`config.mk`:
```
export PLATFORM = sky130hd
export DESIGN_NAME = pid_controller_clamped
export DESIGN_NICKNAME = d
export VERILOG_FILES = /design/src/rtl/pcc_pkg.sv /design/src/rtl/pid_controller_clamped.sv
export SDC_FILE = /design/constraint.sdc
export NUM_CORES = 2
export LEC_CHECK = 0
export BUFFER_PORTS_ARGS = -buffer_cell sky130_fd_sc_hd__buf_2
export CORE_ASPECT_RATIO = 0.5
export CORE_UTILIZATION = 61
export CTS_CLUSTER_DIAMETER = 30
export DETAILED_ROUTE_END_ITERATION = 16
export GPL_TIMING_DRIVEN = 0
export PLACE_DENSITY = 0.83
export SYNTH_ARGS = -nofsm -noshare
export SYNTH_HDL_FRONTEND = slang
export SYNTH_SLANG_ARGS = --single-unit
```
`constraint.sdc`:
```
create_clock -name clk -period 17.8 [get_ports clk]
set_input_delay 1.78 -clock clk [delete_from_list [all_inputs] [get_ports clk]]
set_output_delay 1.78 -clock clk [all_outputs]
set_load 0.1 [all_outputs]
```
`src/rtl/pcc_pkg.sv`:
```
`timescale 1ns / 1ps

package pcc_pkg;

  // Field widths are fixed by the interface
  localparam int DATA_WIDTH    = 16;
  localparam int FRAC_OUT      = 16;
  localparam int ACC_WIDTH_DEF = 48;
  localparam int CFG_ADDR_W    = 5;

  // Register map, word index into the APB space
  typedef enum logic [2:0] {
    REG_PROP_GAIN,
    REG_INTEG_GAIN,
    REG_DERIV_GAIN,
    REG_OUT_LOW,
    REG_OUT_HIGH
  } reg_idx_t;

  typedef struct packed {
    logic signed [DATA_WIDTH-1:0] target;
    logic signed [DATA_WIDTH-1:0] measured;
    logic        [DATA_WIDTH-1:0] step_time;
  } sample_t;

  typedef struct packed {
    logic signed [DATA_WIDTH-1:0] drive;
    logic                         clamped;
  } result_t;

endpackage

```
`src/rtl/pid_controller_clamped.sv`:
```
`timescale 1ns / 1ps

// Clamped PID controller, derivative taken on the measurement.
// Items enter on the sample channel (target, measured, step_time) and leave
// on the result channel (drive, clamped), both valid/ready; one result per
// item. Gains and drive limits sit in an APB register file (pready always
// high, reads return the sign-extended register); they must be written only
// while idle, which the block itself does not enforce. All products go
// through one radix-4 shift-add multiplier (2 bits a cycle, four products
// per item); the derivative quotient comes from a radix-4 restoring divider
// that runs beside the later multiplies. The four serial multiplies, not the
// divider, set the time an item takes.
// The result sits in an output register, so the next item is taken while an
// earlier result is still stalled; a finished item waits in its last step
// until that register is free.
// Reset clears the integral sum and stored measurement and loads the default
// gains (zero) and limits (full range).
module pid_controller_clamped #(
  parameter int ACC_WIDTH = pcc_pkg::ACC_WIDTH_DEF
) (
  input  logic                            clk,
  input  logic                            rst,
  input  logic                            psel,
  input  logic                            penable,
  input  logic                            pwrite,
  input  logic [pcc_pkg::CFG_ADDR_W-1:0]  paddr,
  input  logic [31:0]                     pwdata,
  output logic [31:0]                     prdata,
  output logic                            pready,
  input  logic                            sample_valid,
  output logic                            sample_ready,
  input  pcc_pkg::sample_t                sample,
  output logic                            result_valid,
  input  logic                            result_ready,
  output pcc_pkg::result_t                result
);
  import pcc_pkg::*;

  localparam int DW        = DATA_WIDTH;
  localparam int MC_W      = 2 * DW;
  localparam int PROD_W    = 3 * DW;
  localparam int MUL_STEPS = DW / 2;
  localparam int DIV_STEPS = PROD_W / 2;
  localparam int MCNT_W    = $clog2(MUL_STEPS + 1);
  localparam int DCNT_W    = $clog2(DIV_STEPS);
  localparam int INC_W     = 2 * DW + 1;
  localparam int PT_W      = 2 * DW + 1;
  localparam int DER_W     = PROD_W + 1;
  localparam int PART_W    = PROD_W + 2;
  localparam int SUM_W     = ((ACC_WIDTH > PART_W) ? ACC_WIDTH : PART_W) + 1;
  localparam int ACC_X     = ACC_WIDTH + 1;
  localparam int LIM_W     = DW + FRAC_OUT;

  localparam logic signed [ACC_WIDTH-1:0] ACC_MAX = {1'b0, {(ACC_WIDTH-1){1'b1}}};
  localparam logic signed [ACC_WIDTH-1:0] ACC_MIN = {1'b1, {(ACC_WIDTH-1){1'b0}}};
  localparam logic signed [DW-1:0]        LOW_RST = {1'b1, {(DW-1){1'b0}}};
  localparam logic signed [DW-1:0]        HIGH_RST = {1'b0, {(DW-1){1'b1}}};

  typedef enum logic [3:0] {
    S_IDLE,
    S_MUL_D,
    S_MUL_IE,
    S_MUL_IT,
    S_MUL_P,
    S_TERMS,
    S_INTEG,
    S_SUM,
    S_OUT
  } state_t;

  function automatic logic [DW-1:0] mag(input logic signed [DW-1:0] v);
    mag = v[DW-1] ? DW'(-v) : v;
  endfunction

  // Register file
  logic signed [DW-1:0] prop_gain, integ_gain, deriv_gain, out_low, out_high;
  logic signed [DW-1:0] rd_val;
  logic                 cfg_wr;
  reg_idx_t             cfg_idx;

  assign pready = 1'b1;
  assign cfg_wr  = psel && penable && pwrite;
  assign cfg_idx = reg_idx_t'(paddr[CFG_ADDR_W-1:2]);

  always_ff @(posedge clk) begin
    if (rst) begin
      prop_gain  <= '0;
      integ_gain <= '0;
      deriv_gain <= '0;
      out_low    <= LOW_RST;
      out_high   <= HIGH_RST;
    end else if (cfg_wr) begin
      case (cfg_idx)
        REG_PROP_GAIN:  prop_gain  <= pwdata[DW-1:0];
        REG_INTEG_GAIN: integ_gain <= pwdata[DW-1:0];
        REG_DERIV_GAIN: deriv_gain <= pwdata[DW-1:0];
        REG_OUT_LOW:    out_low    <= pwdata[DW-1:0];
        REG_OUT_HIGH:   out_high   <= pwdata[DW-1:0];
        default: ;
      endcase
    end
  end

  always_comb begin
    case (cfg_idx)
      REG_PROP_GAIN:  rd_val = prop_gain;
      REG_INTEG_GAIN: rd_val = integ_gain;
      REG_DERIV_GAIN: rd_val = deriv_gain;
      REG_OUT_LOW:    rd_val = out_low;
      REG_OUT_HIGH:   rd_val = out_high;
      default:        rd_val = '0;
    endcase
    prdata = 32'(rd_val);
  end

  // Control and item state
  state_t                      state;
  logic [MCNT_W-1:0]           cnt;
  logic                        div_busy;
  logic [DCNT_W-1:0]           div_cnt;
  logic signed [ACC_WIDTH-1:0] integral;
  logic signed [DW-1:0]        prev_measured;

  // Per-item registers
  logic [DW-1:0]               err_mag, dm_mag, dt;
  logic                        err_neg, dm_neg;

  // Multiplier
  logic [MC_W-1:0]             mul_a;
  logic [MC_W+1:0]             mul_a3, pp, mc3;
  logic [DW-1:0]               mul_b;
  logic [PROD_W-1:0]           mul_acc;
  logic [MC_W-1:0]             mc_src;
  logic [DW-1:0]               mp_src;
  logic                        in_mul, mul_last, mul_load, mul_step;

  // Divider
  logic [PROD_W-1:0]           div_q;
  logic [DW-1:0]               div_rem;
  logic [DW+1:0]               div_d3, r4, d1, d2, r_sub;
  logic [1:0]                  qd;
  logic                        div_load, dt_zero;

  // Term assembly
  logic signed [INC_W-1:0]     inc;
  logic [INC_W-1:0]            inc_m;
  logic signed [PT_W-1:0]      pterm, p_pos;
  logic signed [DER_W-1:0]     deriv, q_pos;
  logic signed [PART_W-1:0]    partial;
  logic signed [SUM_W-1:0]     sum;
  logic signed [ACC_X-1:0]     integ_tmp;
  logic signed [LIM_W-1:0]     lim_hi, lim_lo;
  logic                        over, under, out_fire, neg_i, neg_p, neg_d;
  logic [DW-1:0]               drive_t;
  logic signed [DW:0]          err_full, dm_full;

  assign sample_ready = (state == S_IDLE);

  // Error and measurement change of the incoming item
  assign err_full = {sample.target[DW-1], sample.target}
                  - {sample.measured[DW-1], sample.measured};
  assign dm_full  = {sample.measured[DW-1], sample.measured}
                  - {prev_measured[DW-1], prev_measured};

  assign in_mul   = (state inside {S_MUL_D, S_MUL_IE, S_MUL_IT, S_MUL_P});
  assign mul_last = (cnt == MCNT_W'(MUL_STEPS));
  assign mul_load = in_mul && (cnt == '0);
  assign mul_step = in_mul && (cnt != '0);
  assign dt_zero  = (dt == '0);
  assign div_load = (state == S_MUL_IE) && (cnt == '0) && !dt_zero;

  assign neg_i = integ_gain[DW-1] ^ err_neg;
  assign neg_p = prop_gain[DW-1] ^ err_neg;
  assign neg_d = deriv_gain[DW-1] ^ dm_neg;

  // Operand selection for the shared multiplier
  always_comb begin
    case (state)
      S_MUL_D: begin
        mc_src = MC_W'(dm_mag);
        mp_src = mag(deriv_gain);
      end
      S_MUL_IE: begin
        mc_src = MC_W'(err_mag);
        mp_src = mag(integ_gain);
      end
      S_MUL_IT: begin
        mc_src = mul_acc[MC_W-1:0];
        mp_src = dt;
      end
      S_MUL_P: begin
        mc_src = MC_W'(err_mag);
        mp_src = mag(prop_gain);
      end
      default: begin
        mc_src = '0;
        mp_src = '0;
      end
    endcase
    mc3 = {2'b00, mc_src} + {1'b0, mc_src, 1'b0};
  end

  // Radix-4 partial product, top digit of the multiplier first
  always_comb begin
    case (mul_b[DW-1:DW-2])
      2'd0:    pp = '0;
      2'd1:    pp = {2'b00, mul_a};
      2'd2:    pp = {1'b0, mul_a, 1'b0};
      2'd3:    pp = mul_a3;
      default: pp = '0;
    endcase
  end

  // Radix-4 restoring division digit
  assign r4 = {div_rem, div_q[PROD_W-1 -: 2]};
  assign d1 = {2'b00, dt};
  assign d2 = {1'b0, dt, 1'b0};

  always_comb begin
    if (r4 >= div_d3) begin
      qd    = 2'd3;
      r_sub = r4 - div_d3;
    end else if (r4 >= d2) begin
      qd    = 2'd2;
      r_sub = r4 - d2;
    end else if (r4 >= d1) begin
      qd    = 2'd1;
      r_sub = r4 - d1;
    end else begin
      qd    = 2'd0;
      r_sub = r4;
    end
  end

  // Signed terms from magnitudes
  assign inc_m = {1'b0, mul_acc[PROD_W-1:DW]}
               + INC_W'(neg_i && (|mul_acc[DW-1:0]));
  assign p_pos = $signed({1'b0, mul_acc[MC_W-1:0]});
  assign q_pos = $signed({1'b0, div_q});

  // Integral update with saturation
  assign integ_tmp = ACC_X'(integral) + ACC_X'(inc);

  // Limit test and truncation toward zero
  assign lim_hi   = {out_high, {FRAC_OUT{1'b0}}};
  assign lim_lo   = {out_low, {FRAC_OUT{1'b0}}};
  assign over     = sum > SUM_W'(lim_hi);
  assign under    = sum < SUM_W'(lim_lo);
  assign drive_t  = sum[FRAC_OUT +: DW]
                  + DW'(sum[SUM_W-1] && (|sum[FRAC_OUT-1:0]));
  assign out_fire = (state == S_OUT) && (!result_valid || result_ready);

  // Datapath registers
  always_ff @(posedge clk) begin
    if (sample_valid && sample_ready) begin
      err_neg <= err_full[DW];
      err_mag <= err_full[DW] ? DW'(-err_full) : err_full[DW-1:0];
      dm_neg  <= dm_full[DW];
      dm_mag  <= dm_full[DW] ? DW'(-dm_full) : dm_full[DW-1:0];
      dt      <= sample.step_time;
    end

    if (mul_load) begin
      mul_a   <= mc_src;
      mul_a3  <= mc3;
      mul_b   <= mp_src;
      mul_acc <= '0;
    end else if (mul_step) begin
      mul_acc <= {mul_acc[PROD_W-3:0], 2'b00} + PROD_W'(pp);
      mul_b   <= {mul_b[DW-3:0], 2'b00};
    end

    // Dividend is |Kd*dmeas| shifted up by the output fraction
    if (div_load) begin
      div_q   <= {mul_acc[MC_W-1:0], {DW{1'b0}}};
      div_rem <= '0;
      div_d3  <= d1 + d2;
    end else if (div_busy) begin
      div_q   <= {div_q[PROD_W-3:0], qd};
      div_rem <= r_sub[DW-1:0];
    end

    // Integral increment, floored, once Ki*err*dt is ready
    if ((state == S_MUL_P) && (cnt == '0)) begin
      inc <= neg_i ? INC_W'(-$signed(inc_m)) : $signed(inc_m);
    end

    if ((state == S_TERMS) && !div_busy) begin
      pterm <= neg_p ? PT_W'(-p_pos) : p_pos;
      if (dt_zero) begin
        deriv <= '0;
      end else begin
        deriv <= neg_d ? q_pos : DER_W'(-q_pos);
      end
    end

    if (state == S_INTEG) begin
      partial <= PART_W'(pterm) + PART_W'(deriv);
    end

    if (state == S_SUM) begin
      sum <= SUM_W'(partial) + SUM_W'(integral);
    end
  end

  // Sequencer, controller state and result register
  always_ff @(posedge clk) begin
    if (rst) begin
      state         <= S_IDLE;
      cnt           <= '0;
      div_busy      <= 1'b0;
      div_cnt       <= '0;
      integral      <= '0;
      prev_measured <= '0;
      result_valid  <= 1'b0;
    end else begin
      // Result taken with no new one behind it
      if (result_valid && result_ready && !out_fire) begin
        result_valid <= 1'b0;
      end

      if (in_mul) begin
        cnt <= mul_last ? '0 : cnt + 1'b1;
      end

      if (div_load) begin
        div_busy <= 1'b1;
        div_cnt  <= '0;
      end else if (div_busy) begin
        if (div_cnt == DCNT_W'(DIV_STEPS - 1)) begin
          div_busy <= 1'b0;
        end
        div_cnt <= div_cnt + 1'b1;
      end

      case (state)
        S_IDLE: begin
          if (sample_valid) begin
            prev_measured <= sample.measured;
            state         <= S_MUL_D;
          end
        end
        S_MUL_D: begin
          if (mul_last) state <= S_MUL_IE;
        end
        S_MUL_IE: begin
          if (mul_last) state <= S_MUL_IT;
        end
        S_MUL_IT: begin
          if (mul_last) state <= S_MUL_P;
        end
        S_MUL_P: begin
          if (mul_last) state <= S_TERMS;
        end
        S_TERMS: begin
          if (!div_busy) state <= S_INTEG;
        end
        S_INTEG: begin
          if (integ_tmp[ACC_X-1] != integ_tmp[ACC_X-2]) begin
            integral <= integ_tmp[ACC_X-1] ? ACC_MIN : ACC_MAX;
          end else begin
            integral <= integ_tmp[ACC_WIDTH-1:0];
          end
          state <= S_SUM;
        end
        S_SUM: begin
          state <= S_OUT;
        end
        S_OUT: begin
          if (out_fire) begin
            result_valid <= 1'b1;
            if (over) begin
              result.drive   <= out_high;
              result.clamped <= 1'b1;
              integral       <= '0;
            end else if (under) begin
              result.drive   <= out_low;
              result.clamped <= 1'b1;
              integral       <= '0;
            end else begin
              result.drive   <= drive_t;
              result.clamped <= 1'b0;
            end
            state <= S_IDLE;
          end
        end
        default: state <= S_IDLE;
      endcase
    end
  end

  // Divider only runs alongside the later multiplies and the term wait
  a_div_window: assert property (@(posedge clk) disable iff (rst)
    div_busy |-> (state == S_MUL_IE || state == S_MUL_IT ||
                  state == S_MUL_P || state == S_TERMS))
    else $error("divider busy outside its window");

  // Partial remainder stays below the divisor
  a_div_rem: assert property (@(posedge clk) disable iff (rst)
    div_busy |-> (div_rem < dt))
    else $error("division remainder out of range");

  // A clamp clears the integral sum
  a_clamp_clear: assert property (@(posedge clk) disable iff (rst)
    (out_fire && (over || under)) |=> (integral == '0))
    else $error("integral not cleared on clamp");

  // A clamped result carries one of the limits
  a_clamp_value: assert property (@(posedge clk) disable iff (rst)
    out_fire |=> (!result.clamped || result.drive == $past(out_high) ||
                  result.drive == $past(out_low)))
    else $error("clamped drive is not a limit");

endmodule

```
Yosys cells after proc, flatten, opt, wreduce, memory -nomap -nowiden
Index checks and enable logic that the tools add are counted.

operators by class
  $add $sub $neg = 23
  $lt $le $gt $ge = 5
  equality and inequality tests = 26
  muxes and demuxes = 45
  bitwise logic cells = 4
  reductions and logical operators = 43

operator list
  cell                                                        number
  48-bit two-way mux                                          8
  16-bit two-way mux                                          10
  34-bit case mux with 4 select lines                         1
  32-bit case mux with 3 select lines                         1
  48-bit case mux with 2 select lines                         1
  16-bit negation                                             5
  16-bit case mux with 5 select lines                         1
  16-bit case mux with 4 select lines                         1
  50-bit by 48-bit adder with 51-bit output                   1
  51-bit by 32-bit greater-than comparator with 1-bit output  1
  51-bit by 32-bit < comparator with 1-bit output             1
  33-bit by 49-bit adder with 50-bit output                   1
  48-bit by 33-bit adder with 49-bit output                   1
  48-bit negation with 49-bit output                          1
  48-bit by 34-bit adder with 48-bit output                   1
  16-bit subtractor                                           3
  4-bit case mux with 9 select lines                          1
  32-bit by 33-bit adder with 34-bit output                   1
  17-bit two-way mux                                          2
  16-bit by 16-bit subtractor with 17-bit output              2
  32-bit by 1-bit adder with 33-bit output                    1
  33-bit two-way mux                                          1
  32-bit negation with 33-bit output                          1
  33-bit negation                                             1
  40 further kinds                                            98

word-level totals
  register bits = 654
  bits of input ports = 92
  output and inout port bits = 52
  logic and storage cells = 180

Logic depth before layout (Yosys ltp)
  depth after elaboration = 8
  depth in mapped cells = 20

Least setup slack after synthesis
No wires, ideal clock.

  path type = flip-flop to flip-flop
  from = reg div_busy
  to = reg deriv[0] (enable)
  setup time = 0.754 ns
  data arrival time = 9.170 ns
  path slack = 7.876 ns
  stages on the path, launching flop included = 4
  buffers on the path = 2
  period minus slack after synthesis = 9.924 ns
  cells stage by stage = dfxtp_1 -> clkbuf_1 -> clkbuf_1 -> nor4b_1

between the ends
  longest elaborated chain between the ends = 2

ends and longest elaborated chain
  element                   line                           source
  start: declaration        pid_controller_clamped.sv:119  logic div_busy;
  start signal: assignment  pid_controller_clamped.sv:311  div_busy <= 1'b0;
  start signal: assignment  pid_controller_clamped.sv:327  div_busy <= 1'b1;
  start signal: assignment  pid_controller_clamped.sv:331  div_busy <= 1'b0;
  1-bit logical NOT         --
  1-bit logical AND         pid_controller_clamped.sv:288  if ((state == S_TERMS) && !div_busy) begin
  end signal: assignment    pid_controller_clamped.sv:293  deriv <= neg_d ? q_pos : DER_W'(-q_pos);
  end: declaration          pid_controller_clamped.sv:148  logic signed [DER_W-1:0] deriv, q_pos;

No other way between the ends.
A chain may end at the register's enable or synchronous reset.

Worst setup path in the final report
  from = in paddr[3] in the netlist's numbering
  to = out prdata[18]

between the ends
  longest elaborated chain between the ends = 2

ends and longest elaborated chain
  element                                line                           source
  start: declaration                     pid_controller_clamped.sv:26   input logic [pcc_pkg::CFG_ADDR_W-1:0] paddr,
  3-bit == test (tied with other cells)  pid_controller_clamped.sv:105  case (cfg_idx)
  16-bit case mux with 5 select lines *  pid_controller_clamped.sv:105
  end: declaration                       pid_controller_clamped.sv:28   output logic [31:0] prdata,

Mark *: on every way between the ends. The rest lies on a longest branch, timed or not.

==> results.md <==
* Min Tclk post-route at 6.06 ns
* Post-Synth Adder-Cell Area at 0.114
* Clock Tree Root: clkbuf_16
* Clk_lat worst skew at 0.71 ns
* DR iter-0 viols at 5237
* Slew Viols, Final at 0
* Die Ht at 197 um
* Largest net degree at the start of global routing at 68
* Syn Inst Count at 5111
* Synth-to-Final Area Change at 12.2%
* Final period util at 0.341
* Post-DR vias/cell at 6.42
* # H-tree levels at 3
* Status: completed
* Yosys top cell area share at 0.269
* Clock Power Share at 0.290
* Sequential power share at 0.308
* Synth Area in Compound Gates at 0.204
* Skew final at 0.0351 ns
* Worst-path clk slew at 0.05 ns
* Yosys Warn Count at 0
* Routability cong. at 0.983
* RSZ-0062 raised after global routing: no
* Final Hold Fails at 0
* Setup TNS at 0 ns
* Post-synth EDFFs at 414
* Final core occ at 0.701
* Core Box Area at 74000 um^2
* Std cell rows at 70
* Most frequent cells in the layout: 528 x nand2_1, 457 x a21oi_1, 414 x edfxtp_1
* Post-route insts no fill at 6446
* I/O Pins at 144
* Worst Path Required at 16.02 ns
* Setup bufs post-CTS at 0
* CTS resizes at 0
* Synthesized flop and latch total at 653
* Leading area contributor after synthesis: edfxtp_1
* Placed cell count at 6255
* # fillers at 5687
* Num CTS Buffers at 100
* Clk buf depth at 3
* Chip Width at 391 um
* GRT overflow at 0
* Total Wirelength at 143000 um
* # DRC at 0
* Initial Util at 0.625
* Most common cell after layout, fill and taps aside: nand2_1
* Main combinational cell family by area after synthesis: compound AO/OA/AOI/OAI gates
* Kind of critical path: input pin to output port
* Mux contribution to synthesized area at 0.0197
* Simple logic cell fraction of the synthesized area at 0.153
* Fmax at 0.165 GHz
* TritonCTS clock tree: built
* Area contributors post-synth: edfxtp_1 27%, ha_1 11%, dfxtp_1 10%
* All-Layer GR Usage at 0.366
* Leakage power at 21.3 nW
* Post-CTS Hold Buffers at 0
* Initial antenna violation count at 7
* Headroom to the max-slew limit at 0.0335
* Most used DFF post-synth: edfxtp_1
* Share of layout cells above drive strength 1 at 0.0868
* DR vias at 41374
* Netlist cell types at 97
* Switching share of total power at 0.399
* Logic pwr share at 0.402
* Post-DRT Antenna Nets at 0
* Tot Pwr at 0.00714 W
* Initial DRT Pass Iterations at 7
* Startpoint Class: input pin
* Maximum VDD drop at 90.3 uV
* P_sw at 0.00285 W
* Port Buf Inserts at 123
* Synthesized Nets at 5617
* Post-synth ARST share at 0
* First-pass GRT wire length at 218000 um
* Critical path endpoint category: output port
* Finish-stage setup viols at 0
* CP arrival at 4.28 ns
* XOR/XNOR Fraction of Synth Area at 0.0947
* P per Cell Area at 138 nW/um^2
* Syn_area_per_cell at 9.05 um^2
* Crit-path max FO at 17
* Ant. Diodes at 0
* Actual slew at the worst max-slew pin at 1.44 ns
* HPWL after DPL at 111000 um
* Mapped cell area at 46300 um^2
* Die Footprint at 77000 um^2
* Final Hold Slack at 0.454 ns
* Vias in the first global route at 38452
* Final nets at 5856
* WL/cell at 22.2 um
* HP Class: flop to flop
* Sequential cell area fraction in the yosys report at 0.372
* Max-Cap Viols at 0
* Pint at 0.00429 W
* Clk sink count at 653
-- routing by layer --
metal,wire length [um],track usage
met5,27,0
met1,63500,0.538
met3,16800,0.0793
met4,3570,0.100
met2,59500,0.539
-- power by group through the flow --
stage / clock network [W] / registers, W / logic, W
2_1_floorplan: 0 / 0.00214 / 0.00205
3_3_place_gp: 0 / 0.00222 / 0.00267
3_5_place_dp: 0 / 0.00221 / 0.00276
4_1_cts: 0.00207 / 0.00219 / 0.00279
5_1_grt: 0.00213 / 0.00222 / 0.00311
6_report: 0.00207 / 0.00220 / 0.00287
-- sequential cells by signal, indices dropped and copies added (netlist names), 17 cells and up --
signal and cells:
pterm 33, integral 48, div_d3 18, sum 51
inc 33, div_q 48, mul_a3 33, partial 50
deriv 49, result 17, mul_acc 48, mul_a 32
-- critical path, cell delays in order --
cell,delay (ns)
buf_2,0.13
clkbuf_1,0.22
nor2_1,0.55
a22oi_1,0.25
o22ai_2,0.69
buf_4,0.22
buf_2,0.42
-- cells in the mapped netlist (all sizes together), types with 21 or more instances --
library cell and instances:
o21a 44, a211oi 36, dfxtp 239, xnor2 303, mux2i 30, o41ai 21, or2 23, nand2 529
xor2 197, nand3 119, nor2b 52, and3 36, a21oi 458, buf 48, o21ai 301, a22o 31
nor3 84, nand2b 53, mux2 52, nor2 385, o2bb2ai 49, o31ai 47, o22ai 29, nand4 72
ha 403, edfxtp 414, or3 34, a22oi 32, a31oi 47, and2 39, inv 250, o21bai 49
clkbuf 183, nor4 35, a21o 137, a211o 22
-- stage by stage --
step | setup slack, ns | cell area [um^2]
final | 11.74 | 51900
after global routing | 11.40 | 51900
after CTS | 11.25 | 51900
after detailed placement | 11.27 | 48300
after global placement | 4.80 | 48100
after floorplan | 7.88 | 46300
-- path summary, 6_finish.rpt --
| kind | startpoint | endpoint | slack (ns) | depth (start not counted) |
|---|---|---|---|---|
| min | prev_measured[13] | prev_measured[13] | 0.45 | 2 |
| min reg2reg | prev_measured[13] | prev_measured[13] | 0.45 | 2 |
| max | paddr[3] | prdata[18] | 11.74 | 7 |
| max reg2reg | state[0] | mul_a3[32] | 11.78 | 19 |
-- cell families (layout without fill, tap and decap cells) --
group,Yosys count,after routing
compound gates,1460,1460
xor+xnor,500,500
fa+ha+maj,414,414
buf+inv,483,810
flops,653,653
mux,83,83
other cells,1,1
simple gates,1517,1517
-- area by class of cell --
type / count / area (um^2) / share of cell area
flip-flops and latches: 653 / 17200 / 0.332
multi-input cells: 3975 / 27100 / 0.523
repair buffers: 137 / 773 / 0.0149
clock buffers: 118 / 2670 / 0.0514
inverters: 252 / 946 / 0.0182
plain buffers: 231 / 1000 / 0.0193
clock inverters: 72 / 887 / 0.0171
well taps: 1008 / 1260 / 0.0243
Power figures use the tool's default switching activity.
